## src/rtl/nfsp_pkg.sv

```systemverilog
package nfsp_pkg;

    // Default grid size.
    localparam int NFSP_NUM_ROWS = 64;
    localparam int NFSP_SITES    = 256;

    // Field and datapath widths.
    localparam int WX_W    = 21;
    localparam int SPAN_W  = 9;
    localparam int PITCH_W = 12;
    localparam int XW      = 22;
    localparam int YW      = 22;
    localparam int CW      = 24;
    localparam int DIST_W  = 25;
    localparam int LVL_N   = 9;
    localparam int LVL_W   = 4;
    localparam int DIVQ_W  = 20;
    localparam int DIVC_W  = 5;

    localparam logic [21:0] DISP_MAX = 22'h3FFFFF;

    typedef enum logic [2:0] {
        ST_IDLE,
        ST_DIV,
        ST_MASK,
        ST_SCAN,
        ST_DRAIN,
        ST_WB_RD,
        ST_WB_WR,
        ST_OUT
    } nfsp_state_t;

    // Per-request constants seen by the row evaluator.
    typedef struct packed {
        logic signed [WX_W-1:0]    wx;
        logic signed [WX_W-1:0]    wy;
        logic [PITCH_W-1:0]        sw;
        logic [LVL_W-1:0]          plog;
        logic [SPAN_W-1:0]         pdiff;
    } nfsp_req_t;

    // Best candidate of one row.
    typedef struct packed {
        logic              valid;
        logic              hit;
        logic [DIST_W-1:0] cost;
        logic [XW-1:0]     x;
        logic [YW-1:0]     y;
    } nfsp_cand_t;

    // Index of the highest set bit.
    function automatic logic [LVL_W-1:0] msb_pos(input logic [SPAN_W-1:0] v);
        logic [LVL_W-1:0] p;
        p = '0;
        for (int i = 0; i < SPAN_W; i++)
        begin
            if (v[i])
            begin
                p = LVL_W'(i);
            end
        end
        return p;
    endfunction

endpackage

```

## src/rtl/nfsp_div.sv

```systemverilog
module nfsp_div
    import nfsp_pkg::*;
(
    input  logic              clk,
    input  logic              rst_n,
    input  logic              start,
    input  logic [DIVQ_W-1:0] dividend,
    input  logic [PITCH_W-1:0] divisor,
    output logic              done,
    output logic [DIVQ_W-1:0] quotient
);

    logic              busy_reg;
    logic              done_reg;
    logic [DIVC_W-1:0] cnt_reg;
    logic [DIVQ_W-1:0] q_reg;
    logic [PITCH_W-1:0] rem_reg;
    logic [PITCH_W-1:0] div_reg;
    logic [PITCH_W:0]  trial;
    logic              qbit;
    logic [PITCH_W:0]  rem_next;

    // One restoring step per cycle.
    always_comb
    begin
        trial = {rem_reg, q_reg[DIVQ_W-1]};
        qbit  = (trial >= {1'b0, div_reg});
        rem_next = qbit ? (trial - {1'b0, div_reg}) : trial;
    end

    always_ff @(posedge clk or negedge rst_n)
    begin
        if (!rst_n)
        begin
            busy_reg <= 1'b0;
            done_reg <= 1'b0;
            cnt_reg  <= '0;
        end
        else
        begin
            done_reg <= 1'b0;
            if (start)
            begin
                busy_reg <= 1'b1;
                cnt_reg  <= DIVC_W'(DIVQ_W - 1);
            end
            else if (busy_reg)
            begin
                cnt_reg <= cnt_reg - 1'b1;
                if (cnt_reg == '0)
                begin
                    busy_reg <= 1'b0;
                    done_reg <= 1'b1;
                end
            end
        end
    end

    always_ff @(posedge clk)
    begin
        if (start)
        begin
            q_reg   <= dividend;
            rem_reg <= '0;
            div_reg <= divisor;
        end
        else if (busy_reg)
        begin
            q_reg   <= {q_reg[DIVQ_W-2:0], qbit};
            rem_reg <= rem_next[PITCH_W-1:0];
        end
    end

    assign done     = done_reg;
    assign quotient = q_reg;

endmodule

```

## config.mk

```make
export PLATFORM = sky130hd
export DESIGN_NAME = nfsp_div
export DESIGN_NICKNAME = d
export VERILOG_FILES = /design/src/rtl/nfsp_pkg.sv /design/src/rtl/nfsp_div.sv
export SDC_FILE = /design/constraint.sdc
export NUM_CORES = 1
export LEC_CHECK = 0
export BUFFER_PORTS_ARGS = -buffer_cell sky130_fd_sc_hd__clkbuf_2
export CORE_MARGIN = 10
export CORE_UTILIZATION = 52
export DETAILED_ROUTE_END_ITERATION = 10
export PLACE_DENSITY = 0.82
export REMOVE_ABC_BUFFERS = 1
export SLEW_MARGIN = 15
export SYNTH_ARGS = -nofsm -noshare
export SYNTH_HDL_FRONTEND = slang
export SYNTH_SLANG_ARGS = --single-unit
```

## constraint.sdc

```tcl
create_clock -name clk -period 6.3 [get_ports clk]
set_input_delay 0.315 -clock clk [delete_from_list [all_inputs] [get_ports clk]]
set_output_delay 0.315 -clock clk [all_outputs]
set_load 0.02 [all_outputs]
```

Yosys cells after proc, flatten, opt, wreduce, memory -nomap -nowiden:

Index checks and enable logic that the tools add are counted.
W data, S select, Z words.

* reduce and logical (&&, ||, !) cells: 2
* $lt $le $gt $ge: 1
* muxes and demuxes: 11
* add/subtract/negate cells: 2

Operator list (count)
* $mux W20: 2
* $ge A13 B12 Y1: 1
* $mux W12: 1
* $sub A12 B12 Y12: 1
* $mux W5: 2
* $mux W1: 6
* $logic_not A5 Y1: 1
* $sub A5 B1 Y5 const B: 1
* $reduce_bool A2 Y1: 1

* logic and storage cells: 22
* output and inout port bits: 21
* bits in registers: 51

Longest topological paths before layout:

Gate-level depths: netlist of the first run.

* depth after elaboration: 4
* mapped depth: 10

Least setup slack after synthesis of the first run:

Ideal clock, no wire load.

* path type: register to register
* from: register q_reg[19], in the netlist quotient[19]
* to: register rem_reg[10]
* period minus slack after synthesis: 2.360 ns
* buffers on the path: 0
* data arrival time: 2.271 ns
* cell stages (with the launch flop): 10
* slack: 3.940 ns
* path through: edfxtp_1 > inv_1 > ha_1 > fa_1 > nor2b_1 > o21bai_1 > a21o_1 > a2111oi_0 > o31ai_1 > a311oi_2

* word-level cells in the longest chain between the ends: 2

Ends and longest elaborated chain
* from (decl): RTL line nfsp_div.sv:16 `logic [DIVQ_W-1:0] q_reg;`
* from (signal assigned): RTL line nfsp_div.sv:63 `q_reg <= dividend;`
* from (signal assigned): RTL line nfsp_div.sv:69 `q_reg <= {q_reg[DIVQ_W-2:0], qbit};`
* $sub A12 B12 Y12 or $ge A13 B12 Y1 (tied branches): RTL line nfsp_div.sv:28, nfsp_div.sv:27
* $mux W12 (*): RTL line nfsp_div.sv:28 `rem_next = qbit ? (trial - {1'b0, div_reg}) : trial;`
* to (signal assigned): RTL line nfsp_div.sv:70 `rem_reg <= rem_next[PITCH_W-1:0];`
* to (decl): RTL line nfsp_div.sv:17 `logic [PITCH_W-1:0] rem_reg;`

Every way passes the cells marked *; elsewhere a longest branch is shown, timed or not.
A chain may end at the register's enable or synchronous reset.

Worst setup path in the final report of the first run:

Ends and elaborated chain as after synthesis.

==> results of run 1 <==
-- power breakdown --
part	total (mW)	switching, mW	internal [mW]
logic	0.443	0.257	0.186
clock network	0.191	0.112	0.0796
registers	0.459	0.0419	0.417
-- kinds of logic (layout without fill, tap and decap cells) --
group	count (synthesis)	in the layout	share of synthesized area [%]
AOI/OAI and AO/OA	49	49	13.7
xor gates and xnor gates	7	7	2.26
adders and majority gates	15	15	7.20
buffers and inverters	31	86	4.47
DFF	51	51	50.7
muxes	23	23	9.46
and+or+nand+nor	68	68	12.2
-- what timing repair did --
action,in CTS,in global routing
endpoints found under the hold margin,7,0
hold buffers,1,0
endpoints found under the setup margin,0,0
-- final timing paths --
path                       slack [ns]           to  cells past startpoint         start
max                              3.79  rem_reg[10]                      9  quotient[19]
min                              0.18   div_reg[2]                      1    divisor[2]
max reg2reg                      3.79  rem_reg[10]                      9  quotient[19]
min reg2reg                      0.51   rem_reg[8]                      2    rem_reg[7]
max in group asynchronous        5.75   cnt_reg[1]                      2         rst_n
min in group asynchronous        0.38   cnt_reg[2]                      2         rst_n
-- layer usage --
layer	up-vias	routed length, um	track usage [%]
met1	945	2520	17.3
met4	0	51	4.37
met5	-	0	0
met2	87	2690	22.8
li1	1003	-	-
met3	6	620	6.52
-- stage by stage --
step,utilization (%),total power [mW],hold slack (ns),worst slack [ns]
2_1_floorplan,-,0.783,0.0194,3.94
3_3_place_gp,59.9,0.886,0.160,3.87
3_5_place_dp,59.9,0.898,0.163,3.86
4_1_cts,61.9,1.09,0.169,3.80
5_1_grt,61.9,1.17,0.163,3.52
6_report,61.9,1.09,0.181,3.79
-- cell usage in the layout, fill, tap and decap left out, types with 2 or more instances in the layout --
master | Yosys | final
sky130_fd_sc_hd__dfrtp_1 | 7 | 7
sky130_fd_sc_hd__ha_1 | 14 | 14
sky130_fd_sc_hd__nand2b_1 | 2 | 2
sky130_fd_sc_hd__o21bai_1 | 3 | 3
sky130_fd_sc_hd__nor3b_1 | 4 | 4
sky130_fd_sc_hd__a21oi_1 | 5 | 5
sky130_fd_sc_hd__a21oi_2 | 3 | 3
sky130_fd_sc_hd__nor4b_1 | 2 | 2
sky130_fd_sc_hd__o211ai_1 | 2 | 2
sky130_fd_sc_hd__clkbuf_8 | 0 | 5
sky130_fd_sc_hd__nor2_1 | 17 | 17
sky130_fd_sc_hd__dfxtp_1 | 12 | 12
sky130_fd_sc_hd__nand3_1 | 8 | 8
sky130_fd_sc_hd__clkinvlp_4 | 0 | 2
sky130_fd_sc_hd__or3_1 | 3 | 3
sky130_fd_sc_hd__inv_1 | 20 | 20
sky130_fd_sc_hd__clkbuf_2 | 0 | 55
sky130_fd_sc_hd__mux2_2 | 21 | 21
sky130_fd_sc_hd__nand2_1 | 23 | 23
sky130_fd_sc_hd__a311oi_1 | 8 | 8
sky130_fd_sc_hd__o21ai_0 | 7 | 7
sky130_fd_sc_hd__o21ai_1 | 4 | 4
sky130_fd_sc_hd__xnor2_1 | 6 | 6
sky130_fd_sc_hd__edfxtp_1 | 32 | 32
sky130_fd_sc_hd__nor2b_1 | 2 | 2
sky130_fd_sc_hd__o21a_1 | 2 | 2
sky130_fd_sc_hd__a211oi_1 | 2 | 2
sky130_fd_sc_hd__a41oi_1 | 2 | 2
sky130_fd_sc_hd__mux2i_1 | 2 | 2
-- worst max-delay path, delay by kind of cell (launching register included) --
kind,cells,cell delay [ns]
AOI/OAI and AO/OA,5,1.12
DFF,1,0.40
adders and majority gates,2,0.65
and+or+nand+nor,1,0.20
buffers and inverters,1,0.06
-- final cells by class --
class,instances,area [sq um],area share (%)
Sequential cell,51,1380,43.8
Multi-Input combinational cell,162,1210,38.7
Timing Repair Buffer,57,293,9.32
Tap cell,70,87.6,2.79
Inverter,21,78.8,2.51
Clock buffer,5,68.8,2.19
Clock inverter,3,23.8,0.756
==> out/metrics.csv, run 1 <==
metric,value,unit
status,completed,
clock-sinks,51,
synthMostInstantiatedCell,sky130_fd_sc_hd__edfxtp_1,
wl_per_cell,15.9,um
path_cells,inv_1 > ha_1 > fa_1 > nor2b_1 > o21bai_1 > a21o_1 > a2111oi_0 > o31ai_1 > a311oi_2,
synth_largest_area_cell,sky130_fd_sc_hd__edfxtp_1,
critical_path.max_fanout,3,
fin_cells,369,
worst_slew_pin_slew,1.01,ns
cp_slowest_cell,sky130_fd_sc_hd__fa_1,
yosys-top-cells-area,"sky130_fd_sc_hd__edfxtp_1 (35%), sky130_fd_sc_hd__dfxtp_1 (8.9%), sky130_fd_sc_hd__mux2_2 (8.7%)",
final_area,3140,sq um
synthesis.area,2710,sq um
wl,5880,um
postCtsSetupRepairBufs,0,
num_rows,26,
path_clk_slew,0.10,ns
final-hold-violation-count,0,
max_cap_viol_count,0,
critPathRequiredTime,6.52,ns
drt_pass1_iterations,4,
grt-ovfl-total,0,
p_leak,1.36,nW
layout-area-overhead-vs-synth,15.9,%
fillers,437,
average_size_of_a_mapped_cell,11.1,sq um
synth_edf_count,32,
largest_reg_flops,20,
die_h,92.2,um
timing.slew.headroom,32.4,%
routabilityCongestion,0.817,
worst_ep_arrival_time,2.73,ns
numPlacedInstances,360,
ir_worst_vdd,191,uV
detail_route.vias_per_cell,5.53,
post-dp-hpwl,4300,um
maxClockFrequency,398,MHz
dpl-instance-area,3040,sq um
vias,2041,
synth-async-reset-ratio,13.7,%
rsz0062_at_grt,no,
tritoncts_clock_tree,done,
final_layout_size_suffix_gt1_share,30.8,%
core_region_area,5070,sq um
report.final.setup_viol,0,
synth.yosys.warnings,0,
yosys_most_used_dff,sky130_fd_sc_hd__edfxtp_1,
holdCritPathClass,input port to register,
num_antenna_cells,0,
layout.nets,348,
groute.usage.overall,14.4,%
timing.setup.tns,0,ns
timing.final.crit_share,39.9,%
timing.critical_path.slowest_cell_delay,0.42,ns
synth-seq-area-share,50.7,%
final_critical_path_time_including_i_o_delays_and_setup,2.51,ns
ys_seq_elements,51,
cts-root-buf,sky130_fd_sc_hd__clkbuf_8,
synth_cell_type_count,51,
post_cts_resized,0,
ant_nets,0,
level_count_of_the_clock_h_tree,2,
worst_skew_pair.late_latency,0.30,ns
cts_buf_count,5,
number_of_antenna_violations_at_the_first_check_in_global_routing,0,
synth_largest_type_area_fraction,35.4,%
grt_start_max_net_pins,49,
crit_end_category,register,
worst-setup-path-type,register to register,
floorplan.die_area,8510,sq um
max_slew_violation_total_from_the_final_report,0,
drt_drc_violations_left,0,
violation_count_after_the_first_detailed_routing_iteration,140,
ys_top_cells_by_count,"sky130_fd_sc_hd__edfxtp_1 (32), sky130_fd_sc_hd__nand2_1 (23), sky130_fd_sc_hd__mux2_2 (21)",
placement.io_buffers,55,
power_density,348,nW/um^2
num_io_pins,56,
via_count_of_the_first_global_routing_pass,2117,
die-width,92.2,um
netlist_instances,244,
clock_tree.buffer_depth,2,
wire_length_of_the_first_global_routing_pass,10100,um
clock-skew-final,0.00763,ns
start_util,53.5,%
crit_path_start_kind,register,
(Power assumes the default switching activity.)
==> run 2: changes to the inputs <==
- CORE_UTILIZATION: 52 -> 49
- PLACE_DENSITY: 0.82 -> 0.81
- clock period: 6.3 -> 2.2 ns (I/O delays scaled with it)
==> out/metrics.csv, run 2 (same netlist as run 1, synthesis figures left out) <==
metric,value,unit,change
critical_path.max_fanout,2,,was 3
grt_start_max_net_pins,28,,was 49
worst_slew_pin_slew,0.457,ns,was 1.01 ns
crit_path_start,quotient[19],,unchanged
ir_worst_vdd,564,uV,was 191 uV
path_clk_slew,0.09,ns,was 0.10 ns
wl,6410,um,was 5880 um
crit_end_category,register,,unchanged
number_of_antenna_violations_at_the_first_check_in_global_routing,0,,unchanged
die-width,94.4,um,was 92.2 um
largest_reg_flops,20,,unchanged
num_io_pins,56,,unchanged
vias,2157,,was 2041
final_critical_path_time_including_i_o_delays_and_setup,2.22,ns,was 2.51 ns
critPathRequiredTime,2.38,ns,was 6.52 ns
num_antenna_cells,0,,unchanged
setup.reg_to_reg.worst_slack,-0.02,ns,was 3.79 ns
critPathCapture,rem_reg[10],,unchanged
maxClockFrequency,450,MHz,was 398 MHz
rsz0062_at_grt,yes,,was no
wire_length_of_the_first_global_routing_pass,10400,um,was 10100 um
commonest_cells_after_routing_fill_and_taps_aside,"sky130_fd_sc_hd__clkbuf_2 (55), sky130_fd_sc_hd__edfxtp_1 (32), sky130_fd_sc_hd__buf_4 (22)",,"was sky130_fd_sc_hd__clkbuf_2 (55), sky130_fd_sc_hd__edfxtp_1 (32), sky130_fd_sc_hd__nand2_1 (23)"
failed_checks,setup timing,,
violation_count_after_the_first_detailed_routing_iteration,124,,was 140
worst-setup-path-type,register to register,,unchanged
via_count_of_the_first_global_routing_pass,2256,,was 2117
drt_drc_violations_left,0,,unchanged
final_layout_size_suffix_gt1_share,39.6,%,was 30.8%
max_cap_viol_count,0,,unchanged
final_critical_path_setup_slack,-0.0221,ns,was 3.79 ns
timing.critical_path.slowest_cell_delay,0.37,ns,was 0.42 ns
crit_path_start_kind,register,,unchanged
floorplan.die_area,8910,sq um,was 8510 sq um
cp_slowest_cell,sky130_fd_sc_hd__edfxtp_1,,was sky130_fd_sc_hd__fa_1
layout-area-overhead-vs-synth,31.5,%,was 15.9%
cts_buf_count,5,,unchanged
placement.io_buffers,55,,unchanged
worst_skew_pair.late_latency,0.30,ns,about the same
timing.slew.headroom,69.6,%,was 32.4%
layout.nets,382,,was 348
power_density,988,nW/um^2,was 348 nW/um^2
fillers,398,,was 437
grt-ovfl-total,0,,unchanged
wl_per_cell,15.8,um,was 15.9 um
routabilityCongestion,0.883,,was 0.817
final-hold-violation-count,0,,unchanged
status,"finished, violations left",,was completed
clock-sinks,51,,unchanged
path_cells,inv_1 > ha_2 > fa_2 > nor2b_4 > o21bai_1 > a21o_1 > and4_1 > o31ai_1 > a311oi_2,,was inv_1 > ha_1 > fa_1 > nor2b_1 > o21bai_1 > a21o_1 > a2111oi_0 > o31ai_1 > a311oi_2
final_area,3570,sq um,was 3140 sq um
tritoncts_clock_tree,done,,unchanged
holdCritPathClass,input port to register,,unchanged
level_count_of_the_clock_h_tree,2,,unchanged
groute.usage.overall,14.0,%,was 14.4%
start_util,49.9,%,was 53.5%
worst_ep_arrival_time,2.40,ns,was 2.73 ns
cts-root-buf,sky130_fd_sc_hd__clkbuf_8,,unchanged
timing.final.crit_share,101,%,was 39.9%
max_slew_violation_total_from_the_final_report,0,,unchanged
post-dp-hpwl,4460,um,was 4300 um
most_common_cell_after_layout_fill_and_taps_aside,sky130_fd_sc_hd__clkbuf_2,,unchanged
timing.setup.tns,-0.0221,ns,was 0 ns
reg2regPathDepth,9,,unchanged
rr_startpoint,quotient[19],,unchanged
core_region_area,5440,sq um,was 5070 sq um
worst_r2r_endpoint,rem_reg[10],,unchanged
dpl-instance-area,3160,sq um,was 3040 sq um
drt_pass1_iterations,6,,was 4
ant_nets,0,,unchanged
clock_tree.buffer_depth,2,,unchanged
clock-skew-final,0.00564,ns,was 0.00763 ns
detail_route.vias_per_cell,5.33,,was 5.53
num_rows,27,,was 26
p_leak,1.54,nW,was 1.36 nW
report.final.setup_viol,1,,was 0
die_h,94.4,um,was 92.2 um
run 2: cell types whose count changed in the layout (fill, tap and decap cells not counted), moves of 2 or more:
cell / previous run / this run
sky130_fd_sc_hd__a21oi_4: 0 / 3
sky130_fd_sc_hd__a211oi_2: 0 / 2
sky130_fd_sc_hd__ha_2: 0 / 3
sky130_fd_sc_hd__ha_1: 14 / 10
sky130_fd_sc_hd__dlygate4sd3_1: 1 / 13
sky130_fd_sc_hd__a21oi_2: 3 / 1
sky130_fd_sc_hd__nand2_1: 23 / 21
sky130_fd_sc_hd__a211oi_1: 2 / 0
sky130_fd_sc_hd__buf_4: 1 / 22
sky130_fd_sc_hd__nand2_2: 0 / 2
sky130_fd_sc_hd__a41oi_1: 2 / 0
run 2: power by group:
group | internal, mW | total [mW] | switching [mW]
Clock | 0.223 | 0.526 | 0.303
Sequential | 1.19 | 1.31 | 0.112
Combinational | 0.798 | 1.69 | 0.896
run 2: area by class of cell:
cell class / count / area (sq um) / area share (%)
clock buffer: 6 / 72.6 / 2.03
timing repair buffer: 91 / 582 / 16.3
tap: 72 / 90.1 / 2.52
clock inverter: 2 / 12.5 / 0.351
multi-input combinational: 162 / 1360 / 38.0
sequential: 51 / 1380 / 38.6
inverter: 21 / 78.8 / 2.21
run 2: routing by layer:
layer	part of all wire (%)	routed length, um	global-route usage (%)	vias to the layer above
met4	0.75	48	2.66	0
met1	42	2700	16.6	1021
met2	51	3250	23.7	61
met3	6.4	411	5.23	7
li1	-	-	-	1068
met5	0	0	0	-
run 2: stage by stage:
step                worst slack (ns)  utilization (%)  total power, mW  hold WS [ns]  instances
floorplan                     -0.160                -             2.24        -0.186        234
global placement             -0.0797             58.0             2.66       -0.0427        377
detailed placement            -0.195             58.0             2.70       -0.0428        377
CTS                           0.0261             62.5             3.27        0.0945        400
global route                  -0.138             65.6             3.76        0.0992        405
finish                       -0.0221             65.6             3.53         0.101        405
run 2: what timing repair did:
action	CTS	global route
buffers inserted	2	5
endpoints found under the setup margin	1	13
cloned	0	0
gates resized for setup	5	25
pin swaps	5	7
hold buffers	13	0
hold endpoints to repair	19	0
run 2: worst min-delay path by stage:
stage,end,cells after the start,startpoint,slack [ns]
floorplan,busy_reg,0,rst_n,-0.19
global placement,cnt_reg[0],1,rst_n,-0.04
detailed placement,cnt_reg[0],1,rst_n,-0.04
CTS,quotient[8],2,dividend[8],0.09
global route,quotient[7],2,dividend[7],0.1
finish,quotient[0],2,dividend[0],0.10
run 2: worst max-delay path, delay by kind of cell, from the launching register on:
| family | cells | cell delay (ns) |
|---|---|---|
| flops | 1 | 0.37 |
| fa+ha+maj | 2 | 0.57 |
| buf+inv | 1 | 0.06 |
| simple gates | 2 | 0.34 |
| compound gates | 4 | 0.75 |
